--- src/hdl/crc8fd_pkg.sv ---
// Package for the CRC-8 checked frame deframer.
// Holds frame marks, status codes, parse phases, the job record and the CRC step.
// No dependencies.
package crc8fd_pkg;

   localparam logic [7:0]  HEAD_MARK = 8'h68;
   localparam logic [7:0]  TAIL_MARK = 8'h16;
   localparam logic [15:0] BROADCAST = 16'h0000;
   localparam logic [7:0]  CRC_POLY  = 8'h8C;

   localparam int unsigned PADDR_W = 3;
   localparam int unsigned PDATA_W = 32;
   localparam logic [0:0]  CSR_IDX_OWN_ADDRESS = 1'b0;

   typedef enum logic [2:0] {
      ST_OK,
      ST_BAD_TAIL,
      ST_BAD_CRC,
      ST_NOT_ADDR,
      ST_TOO_LONG
   } status_type;

   typedef enum logic [3:0] {
      PH_IDLE,
      PH_CMD0,
      PH_CMD1,
      PH_ADR0,
      PH_ADR1,
      PH_LEN,
      PH_DATA,
      PH_CRC,
      PH_TAIL
   } phase_type;

   typedef struct packed {
      status_type  status;
      logic [7:0]  command_first;
      logic [7:0]  command_second;
      logic [5:0]  payload_length;
      logic        has_data;
      logic        bank;
   } job_type;

   function automatic logic [7:0] crc_feed(input logic [7:0] crc, input logic [7:0] b);
      logic [7:0] c;
      c = crc ^ b;
      for (int i = 0; i < 8; i++) begin
         if (c[0]) begin
            c = (c >> 1) ^ CRC_POLY;
         end else begin
            c = c >> 1;
         end
      end
      return c;
   endfunction

endpackage

--- src/hdl/crc8fd_csr.sv ---
// Configuration register file of the deframer: station address.
// APB-style write and read, always ready. Depends on crc8fd_pkg.
module crc8fd_csr (
   input  logic                          clock,
   input  logic                          reset,
   input  logic                          psel,
   input  logic                          penable,
   input  logic                          pwrite,
   input  logic [crc8fd_pkg::PADDR_W-1:0] paddr,
   input  logic [crc8fd_pkg::PDATA_W-1:0] pwdata,
   output logic [crc8fd_pkg::PDATA_W-1:0] prdata,
   output logic                          pready,
   output logic [15:0]                   own_address
);
   import crc8fd_pkg::*;

   logic [15:0] own_address_ff;
   logic [15:0] own_address_in;
   logic        hit_own;

   assign hit_own = (paddr[2:2] == CSR_IDX_OWN_ADDRESS);

   always_comb begin
      own_address_in = own_address_ff;
      if (psel && penable && pwrite && hit_own) begin
         own_address_in = pwdata[15:0];
      end
   end

   always_ff @(posedge clock) begin
      if (reset) begin
         own_address_ff <= '0;
      end else begin
         own_address_ff <= own_address_in;
      end
   end

   assign prdata      = hit_own ? {{(PDATA_W-16){1'b0}}, own_address_ff} : '0;
   assign pready      = 1'b1;
   assign own_address = own_address_ff;

endmodule

--- src/hdl/crc8fd_parser.sv ---
// Byte parser of the deframer: header, fields, CRC check, verdict on the tail byte
// (or on an oversized length byte). Writes payload bytes into the drain buffer and
// posts one job per verdict. Depends on crc8fd_pkg.
module crc8fd_parser #(
   parameter int unsigned MAX_PAYLOAD = 32
) (
   input  logic                 clock,
   input  logic                 reset,
   input  logic                 req_valid,
   output logic                 req_stall,
   input  logic [7:0]           req_rx_byte,
   input  logic                 req_buffer_start,
   input  logic [15:0]          own_address,
   output logic                 job_valid,
   output crc8fd_pkg::job_type  job,
   input  logic                 job_take,
   output logic                 wr_en,
   output logic [$clog2(2*MAX_PAYLOAD)-1:0] wr_addr,
   output logic [7:0]           wr_data
);
   import crc8fd_pkg::*;

   localparam int unsigned CNT_W = $clog2(MAX_PAYLOAD + 1);
   localparam int unsigned AW    = $clog2(2 * MAX_PAYLOAD);

   phase_type        phase_ff, phase_in;
   logic [CNT_W-1:0] count_ff, count_in;
   logic [7:0]       crc_ff, crc_in;
   logic [15:0]      cmd_ff, cmd_in;
   logic [15:0]      addr_ff, addr_in;
   logic [7:0]       len_ff, len_in;
   logic             wbank_ff, wbank_in;
   logic             job_valid_ff, job_valid_in;
   job_type          job_ff, job_in;

   logic             beat;
   logic [7:0]       crc_step;
   logic [CNT_W-1:0] count_inc;
   status_type       verdict;
   logic [AW-1:0]    idx_ext;

   assign beat      = req_valid && !req_stall;
   assign req_stall = job_valid_ff && !job_take;
   assign crc_step  = crc_feed(crc_ff, req_rx_byte);
   assign count_inc = count_ff + CNT_W'(1);
   assign idx_ext   = AW'(count_ff);

   always_comb begin
      if (req_rx_byte != TAIL_MARK) begin
         verdict = ST_BAD_TAIL;
      end else if (crc_ff != 8'h00) begin
         verdict = ST_BAD_CRC;
      end else if (addr_ff != BROADCAST && addr_ff != own_address) begin
         verdict = ST_NOT_ADDR;
      end else begin
         verdict = ST_OK;
      end
   end

   always_comb begin
      phase_in     = phase_ff;
      count_in     = count_ff;
      crc_in       = crc_ff;
      cmd_in       = cmd_ff;
      addr_in      = addr_ff;
      len_in       = len_ff;
      wbank_in     = wbank_ff;
      job_in       = job_ff;
      job_valid_in = job_valid_ff && !job_take;
      wr_en        = 1'b0;
      wr_addr      = wbank_ff ? AW'(MAX_PAYLOAD) + idx_ext : idx_ext;
      wr_data      = req_rx_byte;
      if (beat) begin
         if (req_buffer_start) begin
            if (req_rx_byte == HEAD_MARK) begin
               phase_in = PH_CMD0;
               count_in = '0;
               crc_in   = '0;
               cmd_in   = '0;
               addr_in  = '0;
               len_in   = '0;
            end else begin
               phase_in = PH_IDLE;
            end
         end else begin
            case (phase_ff)
               PH_CMD0: begin
                  cmd_in[7:0] = req_rx_byte;
                  crc_in      = crc_step;
                  phase_in    = PH_CMD1;
               end
               PH_CMD1: begin
                  cmd_in[15:8] = req_rx_byte;
                  crc_in       = crc_step;
                  phase_in     = PH_ADR0;
               end
               PH_ADR0: begin
                  addr_in[7:0] = req_rx_byte;
                  crc_in       = crc_step;
                  phase_in     = PH_ADR1;
               end
               PH_ADR1: begin
                  addr_in[15:8] = req_rx_byte;
                  crc_in        = crc_step;
                  phase_in      = PH_LEN;
               end
               PH_LEN: begin
                  crc_in   = crc_step;
                  len_in   = req_rx_byte;
                  count_in = '0;
                  if (req_rx_byte > 8'(MAX_PAYLOAD)) begin
                     job_in.status         = ST_TOO_LONG;
                     job_in.command_first  = cmd_ff[7:0];
                     job_in.command_second = cmd_ff[15:8];
                     job_in.payload_length = 6'(MAX_PAYLOAD);
                     job_in.has_data       = 1'b0;
                     job_in.bank           = wbank_ff;
                     job_valid_in          = 1'b1;
                     phase_in              = PH_IDLE;
                  end else if (req_rx_byte != 8'h00) begin
                     phase_in = PH_DATA;
                  end else begin
                     phase_in = PH_CRC;
                  end
               end
               PH_DATA: begin
                  crc_in   = crc_step;
                  wr_en    = 1'b1;
                  count_in = count_inc;
                  if (8'(count_inc) >= len_ff || count_inc >= CNT_W'(MAX_PAYLOAD)) begin
                     phase_in = PH_CRC;
                  end
               end
               PH_CRC: begin
                  crc_in   = crc_ff ^ req_rx_byte;
                  phase_in = PH_TAIL;
               end
               PH_TAIL: begin
                  phase_in              = PH_IDLE;
                  job_in.status         = verdict;
                  job_in.command_first  = cmd_ff[7:0];
                  job_in.command_second = cmd_ff[15:8];
                  job_in.payload_length = len_ff[5:0];
                  job_in.has_data       = (verdict == ST_OK) && (len_ff != 8'h00);
                  job_in.bank           = wbank_ff;
                  job_valid_in          = 1'b1;
                  if (verdict == ST_OK && len_ff != 8'h00) begin
                     wbank_in = !wbank_ff;
                  end
               end
               default: begin
                  phase_in = PH_IDLE;
               end
            endcase
         end
      end
   end

   always_ff @(posedge clock) begin
      if (reset) begin
         phase_ff     <= PH_IDLE;
         count_ff     <= '0;
         crc_ff       <= '0;
         cmd_ff       <= '0;
         addr_ff      <= '0;
         len_ff       <= '0;
         wbank_ff     <= 1'b0;
         job_valid_ff <= 1'b0;
      end else begin
         phase_ff     <= phase_in;
         count_ff     <= count_in;
         crc_ff       <= crc_in;
         cmd_ff       <= cmd_in;
         addr_ff      <= addr_in;
         len_ff       <= len_in;
         wbank_ff     <= wbank_in;
         job_valid_ff <= job_valid_in;
      end
   end

   always_ff @(posedge clock) begin
      job_ff <= job_in;
   end

   assign job_valid = job_valid_ff;
   assign job       = job_ff;

   a_data_in_range: assert property (@(posedge clock) disable iff (reset)
      phase_ff == PH_DATA |-> (8'(count_ff) < len_ff && count_ff < CNT_W'(MAX_PAYLOAD)))
      else $error("payload index past frame length");

   a_toggle_on_payload_job: assert property (@(posedge clock) disable iff (reset)
      (beat && !req_buffer_start && phase_ff == PH_TAIL && verdict == ST_OK
       && len_ff != 8'h00) |=> (wbank_ff != $past(wbank_ff) && job_ff.has_data))
      else $error("payload job posted without bank swap");

endmodule

--- src/hdl/crc8fd_drain.sv ---
// Result drain of the deframer: double-banked payload buffer and result pipeline.
// Plays a job as a run of result beats, one per unstalled cycle; uses crc8fd_pkg.
module crc8fd_drain #(
   parameter int unsigned MAX_PAYLOAD = 32
) (
   input  logic                 clock,
   input  logic                 reset,
   input  logic                 job_valid,
   input  crc8fd_pkg::job_type  job,
   output logic                 job_take,
   input  logic                 wr_en,
   input  logic [$clog2(2*MAX_PAYLOAD)-1:0] wr_addr,
   input  logic [7:0]           wr_data,
   output logic                 rsp_valid,
   input  logic                 rsp_stall,
   output logic [2:0]           rsp_status,
   output logic [7:0]           rsp_command_first,
   output logic [7:0]           rsp_command_second,
   output logic [5:0]           rsp_payload_length,
   output logic [7:0]           rsp_data_byte,
   output logic                 rsp_data_valid,
   output logic                 rsp_last
);
   import crc8fd_pkg::*;

   localparam int unsigned CNT_W = $clog2(MAX_PAYLOAD + 1);
   localparam int unsigned AW    = $clog2(2 * MAX_PAYLOAD);
   localparam int unsigned DEPTH = 2 * MAX_PAYLOAD;

   typedef struct packed {
      status_type status;
      logic [7:0] command_first;
      logic [7:0] command_second;
      logic [5:0] payload_length;
      logic       data_valid;
      logic       last;
   } meta_type;

   logic [7:0]       mem [DEPTH];

   logic             run_active_ff, run_active_in;
   logic [CNT_W-1:0] run_idx_ff, run_idx_in;
   job_type          run_ff, run_in;
   logic             s1_valid_ff, s1_valid_in;
   meta_type         s1_ff;
   logic [7:0]       rd_data_ff;
   logic             out_valid_ff, out_valid_in;
   meta_type         out_ff;
   logic [7:0]       out_data_ff;

   logic             out_load;
   logic             issue;
   logic             issue_last;
   meta_type         issue_meta;
   logic [AW-1:0]    rd_addr;
   logic [AW-1:0]    idx_ext;
   logic             wr_bank;

   assign out_load   = !out_valid_ff || !rsp_stall;
   assign issue      = run_active_ff && (!s1_valid_ff || out_load);
   assign job_take   = job_valid && !run_active_ff;
   assign issue_last = !run_ff.has_data
                       || (7'(run_idx_ff) + 7'd1 == 7'(run_ff.payload_length));
   assign idx_ext    = AW'(run_idx_ff);
   assign rd_addr    = run_ff.bank ? AW'(MAX_PAYLOAD) + idx_ext : idx_ext;
   assign wr_bank    = (wr_addr >= AW'(MAX_PAYLOAD));

   always_comb begin
      issue_meta.status         = run_ff.status;
      issue_meta.command_first  = run_ff.command_first;
      issue_meta.command_second = run_ff.command_second;
      issue_meta.payload_length = run_ff.payload_length;
      issue_meta.data_valid     = run_ff.has_data;
      issue_meta.last           = issue_last;
   end

   always_comb begin
      run_active_in = run_active_ff;
      run_idx_in    = run_idx_ff;
      run_in        = run_ff;
      if (job_take) begin
         run_active_in = 1'b1;
         run_idx_in    = '0;
         run_in        = job;
      end else if (issue) begin
         run_idx_in = run_idx_ff + CNT_W'(1);
         if (issue_last) begin
            run_active_in = 1'b0;
         end
      end
      s1_valid_in = s1_valid_ff;
      if (issue) begin
         s1_valid_in = 1'b1;
      end else if (out_load) begin
         s1_valid_in = 1'b0;
      end
      out_valid_in = out_load ? s1_valid_ff : out_valid_ff;
   end

   always_ff @(posedge clock) begin
      if (reset) begin
         run_active_ff <= 1'b0;
         run_idx_ff    <= '0;
         s1_valid_ff   <= 1'b0;
         out_valid_ff  <= 1'b0;
      end else begin
         run_active_ff <= run_active_in;
         run_idx_ff    <= run_idx_in;
         s1_valid_ff   <= s1_valid_in;
         out_valid_ff  <= out_valid_in;
      end
   end

   always_ff @(posedge clock) begin
      run_ff <= run_in;
      if (issue) begin
         s1_ff <= issue_meta;
      end
      if (out_load && s1_valid_ff) begin
         out_ff      <= s1_ff;
         out_data_ff <= s1_ff.data_valid ? rd_data_ff : 8'h00;
      end
   end

   always_ff @(posedge clock) begin
      if (wr_en) begin
         mem[wr_addr] <= wr_data;
      end
      if (issue) begin
         rd_data_ff <= mem[rd_addr];
      end
   end

   assign rsp_valid          = out_valid_ff;
   assign rsp_status         = out_ff.status;
   assign rsp_command_first  = out_ff.command_first;
   assign rsp_command_second = out_ff.command_second;
   assign rsp_payload_length = out_ff.payload_length;
   assign rsp_data_byte      = out_data_ff;
   assign rsp_data_valid     = out_ff.data_valid;
   assign rsp_last           = out_ff.last;

   a_no_write_into_run: assert property (@(posedge clock) disable iff (reset)
      (wr_en && run_active_ff && run_ff.has_data) |-> (wr_bank != run_ff.bank))
      else $error("payload write into bank being drained");

   a_status_only_single: assert property (@(posedge clock) disable iff (reset)
      (out_valid_ff && !out_ff.data_valid) |-> (out_ff.last && out_data_ff == 8'h00))
      else $error("status beat not a single zero-data beat");

   a_data_only_ok: assert property (@(posedge clock) disable iff (reset)
      (out_valid_ff && out_ff.data_valid) |-> (out_ff.status == ST_OK))
      else $error("payload beat with error status");

endmodule

--- src/hdl/crc8_checked_frame_deframer_top.sv ---
// Top level of the CRC-8 checked frame deframer.
// Instantiates crc8fd_csr, crc8fd_parser and crc8fd_drain; depends on crc8fd_pkg.
//
// Usage:
//   req channel: one received byte per beat, req_buffer_start marks the first
//   byte of a buffer. The parser takes one beat per cycle while req_stall is low.
//   rsp channel: a valid frame yields one beat per payload byte, rsp_last on the
//   final one; an empty or rejected frame yields a single status beat.
//   APB-style port: own_address at byte address 0, written while idle.
// Order: a frame's job goes from the job slot to the run register, issue stage and
//   result register after its tail byte (or oversized length byte) is accepted.
// Throughput: one input byte per cycle while req_stall is low; a run drains one
//   beat per cycle while rsp_stall is low. The drain plays one run at a time from
//   a two-bank payload buffer; a finished frame waits in a one-entry job slot and
//   req_stall is high while that slot is full and the drain is still busy.
// Reset: synchronous; parser goes to waiting for a buffer start, job slot and
//   result pipeline empty, own_address zero.
// Receiver stall: rsp_stall holds the result register; the pipeline fills, the
//   job slot stays full and the input is stalled in turn.
module crc8_checked_frame_deframer_top #(
   parameter int unsigned MAX_PAYLOAD = 32
) (
   input  logic                           clock,
   input  logic                           reset,
   input  logic                           req_valid,
   output logic                           req_stall,
   input  logic [7:0]                     req_rx_byte,
   input  logic                           req_buffer_start,
   output logic                           rsp_valid,
   input  logic                           rsp_stall,
   output logic [2:0]                     rsp_status,
   output logic [7:0]                     rsp_command_first,
   output logic [7:0]                     rsp_command_second,
   output logic [5:0]                     rsp_payload_length,
   output logic [7:0]                     rsp_data_byte,
   output logic                           rsp_data_valid,
   output logic                           rsp_last,
   input  logic                           psel,
   input  logic                           penable,
   input  logic                           pwrite,
   input  logic [crc8fd_pkg::PADDR_W-1:0] paddr,
   input  logic [crc8fd_pkg::PDATA_W-1:0] pwdata,
   output logic [crc8fd_pkg::PDATA_W-1:0] prdata,
   output logic                           pready
);
   import crc8fd_pkg::*;

   localparam int unsigned AW = $clog2(2 * MAX_PAYLOAD);

   logic [15:0]   own_address;
   logic          job_valid;
   job_type       job;
   logic          job_take;
   logic          wr_en;
   logic [AW-1:0] wr_addr;
   logic [7:0]    wr_data;

   crc8fd_csr u_csr (
      .clock       (clock),
      .reset       (reset),
      .psel        (psel),
      .penable     (penable),
      .pwrite      (pwrite),
      .paddr       (paddr),
      .pwdata      (pwdata),
      .prdata      (prdata),
      .pready      (pready),
      .own_address (own_address)
   );

   crc8fd_parser #(
      .MAX_PAYLOAD (MAX_PAYLOAD)
   ) u_parser (
      .clock            (clock),
      .reset            (reset),
      .req_valid        (req_valid),
      .req_stall        (req_stall),
      .req_rx_byte      (req_rx_byte),
      .req_buffer_start (req_buffer_start),
      .own_address      (own_address),
      .job_valid        (job_valid),
      .job              (job),
      .job_take         (job_take),
      .wr_en            (wr_en),
      .wr_addr          (wr_addr),
      .wr_data          (wr_data)
   );

   crc8fd_drain #(
      .MAX_PAYLOAD (MAX_PAYLOAD)
   ) u_drain (
      .clock              (clock),
      .reset              (reset),
      .job_valid          (job_valid),
      .job                (job),
      .job_take           (job_take),
      .wr_en              (wr_en),
      .wr_addr            (wr_addr),
      .wr_data            (wr_data),
      .rsp_valid          (rsp_valid),
      .rsp_stall          (rsp_stall),
      .rsp_status         (rsp_status),
      .rsp_command_first  (rsp_command_first),
      .rsp_command_second (rsp_command_second),
      .rsp_payload_length (rsp_payload_length),
      .rsp_data_byte      (rsp_data_byte),
      .rsp_data_valid     (rsp_data_valid),
      .rsp_last           (rsp_last)
   );

endmodule
--- config.mk ---
export PLATFORM = sky130hd
export DESIGN_NAME = crc8_checked_frame_deframer_top
export DESIGN_NICKNAME = d
export VERILOG_FILES = /design/src/hdl/crc8fd_pkg.sv /design/src/hdl/crc8fd_csr.sv /design/src/hdl/crc8fd_parser.sv /design/src/hdl/crc8fd_drain.sv /design/src/hdl/crc8_checked_frame_deframer_top.sv
export SDC_FILE = /design/constraint.sdc
export NUM_CORES = 1
export LEC_CHECK = 0
export BUFFER_PORTS_ARGS = -buffer_cell sky130_fd_sc_hd__buf_2
export CAP_MARGIN = 20
export CORE_MARGIN = 2
export CORE_UTILIZATION = 30
export CTS_CLUSTER_SIZE = 28
export DETAILED_ROUTE_END_ITERATION = 8
export HOLD_SLACK_MARGIN = 0.05
export SKIP_CTS_REPAIR_TIMING = 1
export SLEW_MARGIN = 10
export SYNTH_ARGS = -nofsm -noshare
export SYNTH_HDL_FRONTEND = slang
export SYNTH_SLANG_ARGS = --single-unit
--- constraint.sdc ---
create_clock -name clock -period 8.85 [get_ports clock]
set_clock_uncertainty 0.05 [all_clocks]
set_input_delay 1.3275 -clock clock [delete_from_list [all_inputs] [get_ports clock]]
set_output_delay 1.3275 -clock clock [all_outputs]
set_load 0.02 [all_outputs]
==> results of run 1 <==
## per-stage QoR
stage	instance area, um^2	total power [uW]	setup slack (ns)	util [%]
after CTS	32400	6810	4.98	34.3
after detailed placement	30200	3920	4.35	32.0
after floorplan	28500	3840	4.40	-
after global routing	32500	6950	4.86	34.3
final	32500	6750	4.92	34.3
after global placement	30200	3910	4.36	32.0
## logic make-up after synthesis
family | Yosys count | synth area share [%]
adders and majority gates | 8 | 0.351
other | 2 | 0.0264
and+or+nand+nor | 386 | 6.40
muxes | 214 | 13.3
AOI/OAI and AO/OA | 135 | 3.07
buffers and inverters | 108 | 1.93
xor gates and xnor gates | 60 | 1.92
DFF | 721 | 73.0
## Yosys cell counts, types with 3 or more instances
cell	number
nand2_1	85
buf_4	29
inv_1	14
xnor2_1	25
o21ai_0	18
a21oi_1	46
buf_2	22
a211oi_1	16
a22oi_1	4
xor2_1	32
mux2_2	9
clkbuf_1	40
nor3_1	12
and2_1	12
nand3b_1	3
nand3_1	24
o21ai_1	7
or3_1	3
a31oi_1	5
nor4_1	13
ha_1	8
nand2b_1	6
mux4_2	130
mux2i_1	74
nor3b_1	4
nor2_1	154
o221ai_1	8
dfxtp_1	85
a311oi_1	3
o2111ai_1	3
a21o_1	3
nor2b_1	45
nand4_1	5
o31ai_1	3
and3_1	5
edfxtp_1	636
## layout make-up
type,instances,area (um^2)
tap,1265,1580
multi-input combinational,820,7210
clock buffer,90,1880
clock inverter,31,333
timing repair buffer,104,613
fill,8857,62100
inverter,14,52.6
sequential,721,20800
## worst max path at each step
stage / startpoint / to / slack (ns) / cells after the start
after global placement: req_valid / u_drain.mem[30][7] / 4.36 / 6
after detailed placement: req_valid / u_drain.mem[30][7] / 4.35 / 6
after floorplan: rsp_stall / u_drain.rsp_command_first[0] / 4.40 / 1
final: req_valid / u_drain.mem[62][6] / 4.92 / 6
after global routing: req_valid / u_drain.mem[30][3] / 4.86 / 6
after CTS: req_valid / u_drain.mem[30][4] / 4.98 / 6
## power groups by stage
stage          sequential [uW]  combinational, uW  clock, uW
2_1_floorplan             3770               75.4          0
3_3_place_gp              3770                141          0
3_5_place_dp              3770                146          0
4_1_cts                   3700                146       2970
5_1_grt                   3700                157       3100
6_report                  3700                143       2910
## sequential cells by signal, indices dropped and copies added (netlist names), 6 cells and up
register,flops
u_parser.crc_ff,8
u_drain.idx_ext,6
u_drain.rsp_data_byte,8
u_drain.s1_ff,27
u_parser.job,27
u_drain.rd_data_ff,8
u_drain.rsp_command_first,8
u_parser.count_ff,6
u_csr.own_address,16
u_drain.rsp_command_second,8
u_parser.addr_ff,16
u_parser.cmd_ff,16
u_drain.mem,512
u_drain.rsp_payload_length,6
u_parser.len_ff,8
u_drain.issue_meta,26
## per-layer routing
layer / GRT usage [%] / part of all wire, % / vias to the layer above
met2: 21.6 / 51 / 359
met5: 0 / 0 / -
met4: 3.82 / 2.1 / 0
met3: 1.62 / 4.4 / 73
met1: 16.5 / 43 / 7547
li1: - / - / 6530
## worst reg2reg max path: stages, from the launching register on
cell and delay (ns):
dfxtp_1 0.62, nand3_1 0.26, or3_1 0.46, nor2_1 0.28, nand3_1 0.61, nor2_1 0.91
==> results by group, run 1 <==
Run status
  – Status: complete, no violations

Place
  – IO buf count: 85
  – Placed insts: roughly 3k
  – DPL Wire Length: 38.0 mm
  – Routability congestion estimate: 0.807

CTS
  – Root Driver: clkbuf_16
  – CTS Buf Count: 68
  – CTS tree: built
  – Clk_lat worst skew: 0.59 ns
  – Clock transition at path regs: 0.07 ns
  – Clock tree buffer depth: 3
  – # clock sinks: 721
  – H-tree depth: 3

Setup path
  – Arrival time worst endpoint: 4.09 ns
  – Max Fanout on Critical Path: 12
  – R2R depth: 5
  – CP endpoint kind: flip-flop
  – Start of the worst register-to-register path: u_parser.phase_ff[1]
  – R2R Setup Slk: 5.28 ns
  – WP data required: approximately 9.0 ns
  – CP Cell Sequence: buf_2 > a21bo_1 > or3_1 > nor2_1 > nand3_1 > nor2_1
  – Slowest-stage cell, CP: nor2_1
  – Crit path launch type: primary input
  – CP dominant cell by count: nor2_1
  – Buf+Inv Stages, Crit Path: 1
  – Reg2reg end: u_drain.mem[62][6]
  – CP max stage delay: 0.90 ns
  – Crit Path Class: in2reg
  – Largest delay share family, worst path: simple AND/OR/NAND/NOR gates

Floorplanning
  – Starting Density: 30.1%
  – Row cnt: 113
  – Die height: ~310 um
  – I/O pins: ~120
  – Area of the die: ~100,000 um^2
  – Die X: 312 um
  – Placeable Area: roughly 95,000 um^2

Synthesis
  – Post-synth EDFFs: 636
  – Synthesis Warnings: 0
  – Largest cells by area after synthesis: edfxtp_1 (67%), mux4_2 (10%), dfxtp_1 (6.0%), mux2i_1 (2.6%), nor2_1 (2.0%)
  – Sequential area share after synthesis: 73.0%
  – Post-synth top area cell: edfxtp_1
  – Synth Flop Type: edfxtp_1
  – Unique masters post-synth: 69
  – Seq cells post-synth: 721
  – Mapped Avg Cell Area: 17.4 um^2
  – Cell Area, Synth: 28,500 um^2
  – Post-synth top area share: 67.0%
  – Cells after synthesis: 1,634
  – FFs w/ async S/R, synth: 0%

Pwr
  – Sw Pwr: 1320 uW
  – Combinational power share: 2.1%
  – Leakage power: around 0.010 uW
  – Flop pwr share: 54.8%
  – Peak VDD IR: 0.130 mV
  – Power Dens Cells: 208 nW/um^2
  – Switching Fraction: 19.6%
  – Clock power frac: 43.1%
  – Pint: roughly 5400 uW

Route
  – Drt total wl: just over 60 mm
  – DRC violations left: 0
  – Wire per inst: about 20 um
  – Post-route ant nets: 0
  – DR iter-0 viols: 1,332
  – DR vias/cell: ~4.8
  – Vias: 14.5k
  – Drt pass-1 iters: 5

Cells and area
  – N_diodes: 0
  – Nets: 1,788
  – Most frequent cells in the layout: edfxtp_1 (636), nor2_1 (154), mux4_2 (130)
  – Non-Filler Instances: a little over 3k
  – Syn-to-layout area delta: 14.0%
  – Most common library cell in the layout ignoring fill and taps: edfxtp_1
  – Share of cells above drive strength 1: 19.9%

STA
  – Final period util: 44.4%
  – Slew HR: 29.0%
  – Minimum clock period: 3.93 ns
  – Worst hold margin: 0.360 ns
  – Hold Fails Final Rpt: 0
  – Max Slew Vio Count: 0
  – Max Clk Rate: approximately 250 MHz
  – Worst-Margin Slew: 1.06 ns
  – Total negative slack: 0 ns
  – Unrepaired setup endpoints after global routing: no
  – # setup viols final: 0

Flow run
  – Max capacitance violation total: 0

Global routing
  – Global-route wire length before repair: 93.6 mm
  – Initial antenna violation count: 0
  – Number of global-route vias before repair: ~15k
  – Pin count of the biggest net entering global routing: 113
  – All-Layer GR Usage: 12.5%
  – Global route total overflow: 0

Hold path
  – Worst Hold Depth: 0
  – Hold Path Class: reg2reg
  – Hold Path End: u_drain.rsp_payload_length[0]
  – Min-delay src: u_drain.s1_ff[2]
Power figures use the tool's default switching activity.
==> inputs of run 2 (changes only) <==
==> constraint.sdc (replaced) <==
create_clock -name clock -period 3.6 [get_ports clock]
set_clock_uncertainty 0.05 [all_clocks]
set_input_delay 0.54 -clock clock [delete_from_list [all_inputs] [get_ports clock]]
set_output_delay 0.54 -clock clock [all_outputs]
set_load 0.02 [all_outputs]
==> results by group, run 2 (same netlist as run 1, synthesis figures left out) <==
Run status
  – Status: complete, no violations

Cells and area
  – Fin util: 35.2%
  – Nets: 1,877
  – Register with the most flip-flops: u_drain.mem
  – Syn-to-layout area delta: 17.0%
  – Most common library cell in the layout ignoring fill and taps: edfxtp_1
  – Share of cells above drive strength 1: 23.9%
  – Max reg flops: 512
  – Most frequent cells in the layout: edfxtp_1 (636), nor2_1 (154), mux4_2 (130)
  – N_diodes: 0
  – Non-Filler Instances: between 3k and 4k
  – Filler Cell Count: 8,795

Route
  – Routed met1 length: 26.5 mm
  – DR vias/cell: between 4 and 5
  – Metal3 WL: ~3.0 mm
  – Highest routed layer: met4
  – Drt pass-1 iters: 5
  – Wire per inst: around 20 um
  – DR iter-0 viols: 1,260
  – DR WL met2: 31.8 mm
  – Drt total wl: 63.0 mm
  – Vias: 14.8k
  – DRC violations left: 0
  – Post-route ant nets: 0

Setup path
  – Reg2reg end: u_drain.mem[56][1]
  – Crit path launch type: flip-flop
  – R2R Setup Slk: 0.62 ns
  – Max Fanout on Critical Path: 14
  – Crit Path Class: reg2reg
  – Arrival time worst endpoint: 3.23 ns
  – R2R depth: 6
  – WP data required: 3.85 ns
  – CP endpoint kind: flip-flop
  – Start of the worst register-to-register path: u_parser.phase_ff[1]

Floorplanning
  – Die X: 312 um
  – Area of the die: 97,400 um^2
  – Row cnt: 113
  – Die height: 312 um
  – I/O pins: 121
  – Placeable Area: 94,600 um^2
  – Starting Density: 30.1%

Place
  – IO buf count: 85
  – Placed insts: 3,010
  – DPL Wire Length: 40.5 mm
  – Routability congestion estimate: 0.820

Flow run
  – Max capacitance violation total: 0

CTS
  – # clock sinks: between 700 and 800
  – Clock tree buffer depth: 3
  – Root Driver: clkbuf_16
  – CTS Buf Count: 70
  – Clock transition at path regs: 0.06 ns
  – CTS tree: built
  – Clk_lat worst skew: about 0.60 ns
  – H-tree depth: 3

STA
  – Worst-Margin Slew: 1.06 ns
  – # setup viols final: 0
  – Max Slew Vio Count: 0
  – Final period util: 82.7%
  – Worst hold margin: 0.126 ns
  – Max Clk Rate: 336 MHz
  – Total negative slack: 0 ns
  – Unrepaired setup endpoints after global routing: no
  – Slew HR: 28.7%
  – Hold Fails Final Rpt: 0
  – Minimum clock period: 2.98 ns

Global routing
  – Number of global-route vias before repair: 15.1k
  – Global-route wire length before repair: roughly 95 mm
  – Pin count of the biggest net entering global routing: 76
  – All-Layer GR Usage: 12.8%
  – Initial antenna violation count: 6
  – Global route total overflow: 0

Hold path
  – Worst Hold Depth: 3
  – Hold Path End: u_csr.own_address[8]
  – Hold Path Class: in2reg
  – Min-delay src: pwdata[8]

Pwr
  – Power Dens Cells: 508 nW/um^2
  – Leakage power: 0.0108 uW
  – Peak VDD IR: 0.312 mV
  – Tot Pwr: 16,900 uW
-- run 2: cell count changes in the layout (fill, tap and decap cells not counted), sizes merged --
| cell | before | now |
|---|---|---|
| buf | 104 | 191 |
| clkbuf | 90 | 94 |
| clkinv | 20 | 17 |
| bufinv | 7 | 9 |
| clkinvlp | 3 | 1 |
| inv | 15 | 17 |
-- run 2: report_power, final --
| part | switching (uW) | leakage [uW] | total, uW | internal, uW |
|---|---|---|---|---|
| combinational | 257 | 0.00329 | 350 | 92.9 |
| clock | 3020 | 0.00115 | 7490 | 4470 |
| sequential | 14.5 | 0.00638 | 9090 | 9070 |
| total | 3290 | 0.0108 | 16900 | 13600 |
-- run 2: metal layers --
layer / GRT usage, % / up-vias
met5: 0 / -
met4: 4.28 / 0
met3: 1.88 / 104
met2: 21.9 / 401
met1: 16.6 / 7588
li1: - / 6691
-- run 2: per-stage QoR --
step           cell area, um^2  worst slack (ns)
2_1_floorplan            28500             0.868
3_3_place_gp             30900             0.497
3_5_place_dp             30900             0.443
4_1_cts                  33300             0.594
5_1_grt                  33300             0.368
6_report                 33300             0.623
-- run 2: worst max-delay path by stage --
stage	from	endpoint	slack, ns	depth (start not counted)
finish	u_parser.phase_ff[1]	u_drain.mem[56][1]	0.62	6
global route	u_drain.idx_ext[0]	u_drain.run_active_ff	0.37	7
CTS	u_drain.idx_ext[2]	u_drain.run_active_ff	0.59	6
detailed placement	req_valid	u_drain.mem[58][1]	0.44	7
global placement	req_valid	u_drain.mem[58][1]	0.50	7
floorplan	rsp_stall	u_drain.rsp_command_first[0]	0.87	1
-- run 2: area by class of cell --
class | instances | area [um^2] | share of cell area (%)
clock inverters | 30 | 395 | 1.19
clock buffers | 94 | 1960 | 5.87
flip-flops and latches | 721 | 20800 | 62.5
repair buffers | 191 | 1320 | 3.95
multi-input cells | 820 | 7210 | 21.6
well taps | 1265 | 1580 | 4.75
inverters | 14 | 52.6 | 0.158
-- run 2: worst max-delay path, cell delays in order (launching register included) --
cell and delay, ns:
dfxtp_1 0.60, nand3_1 0.25, or3_1 0.46, nor2_1 0.29, nand2_1 0.53, nor2_1 0.27, buf_4 0.22
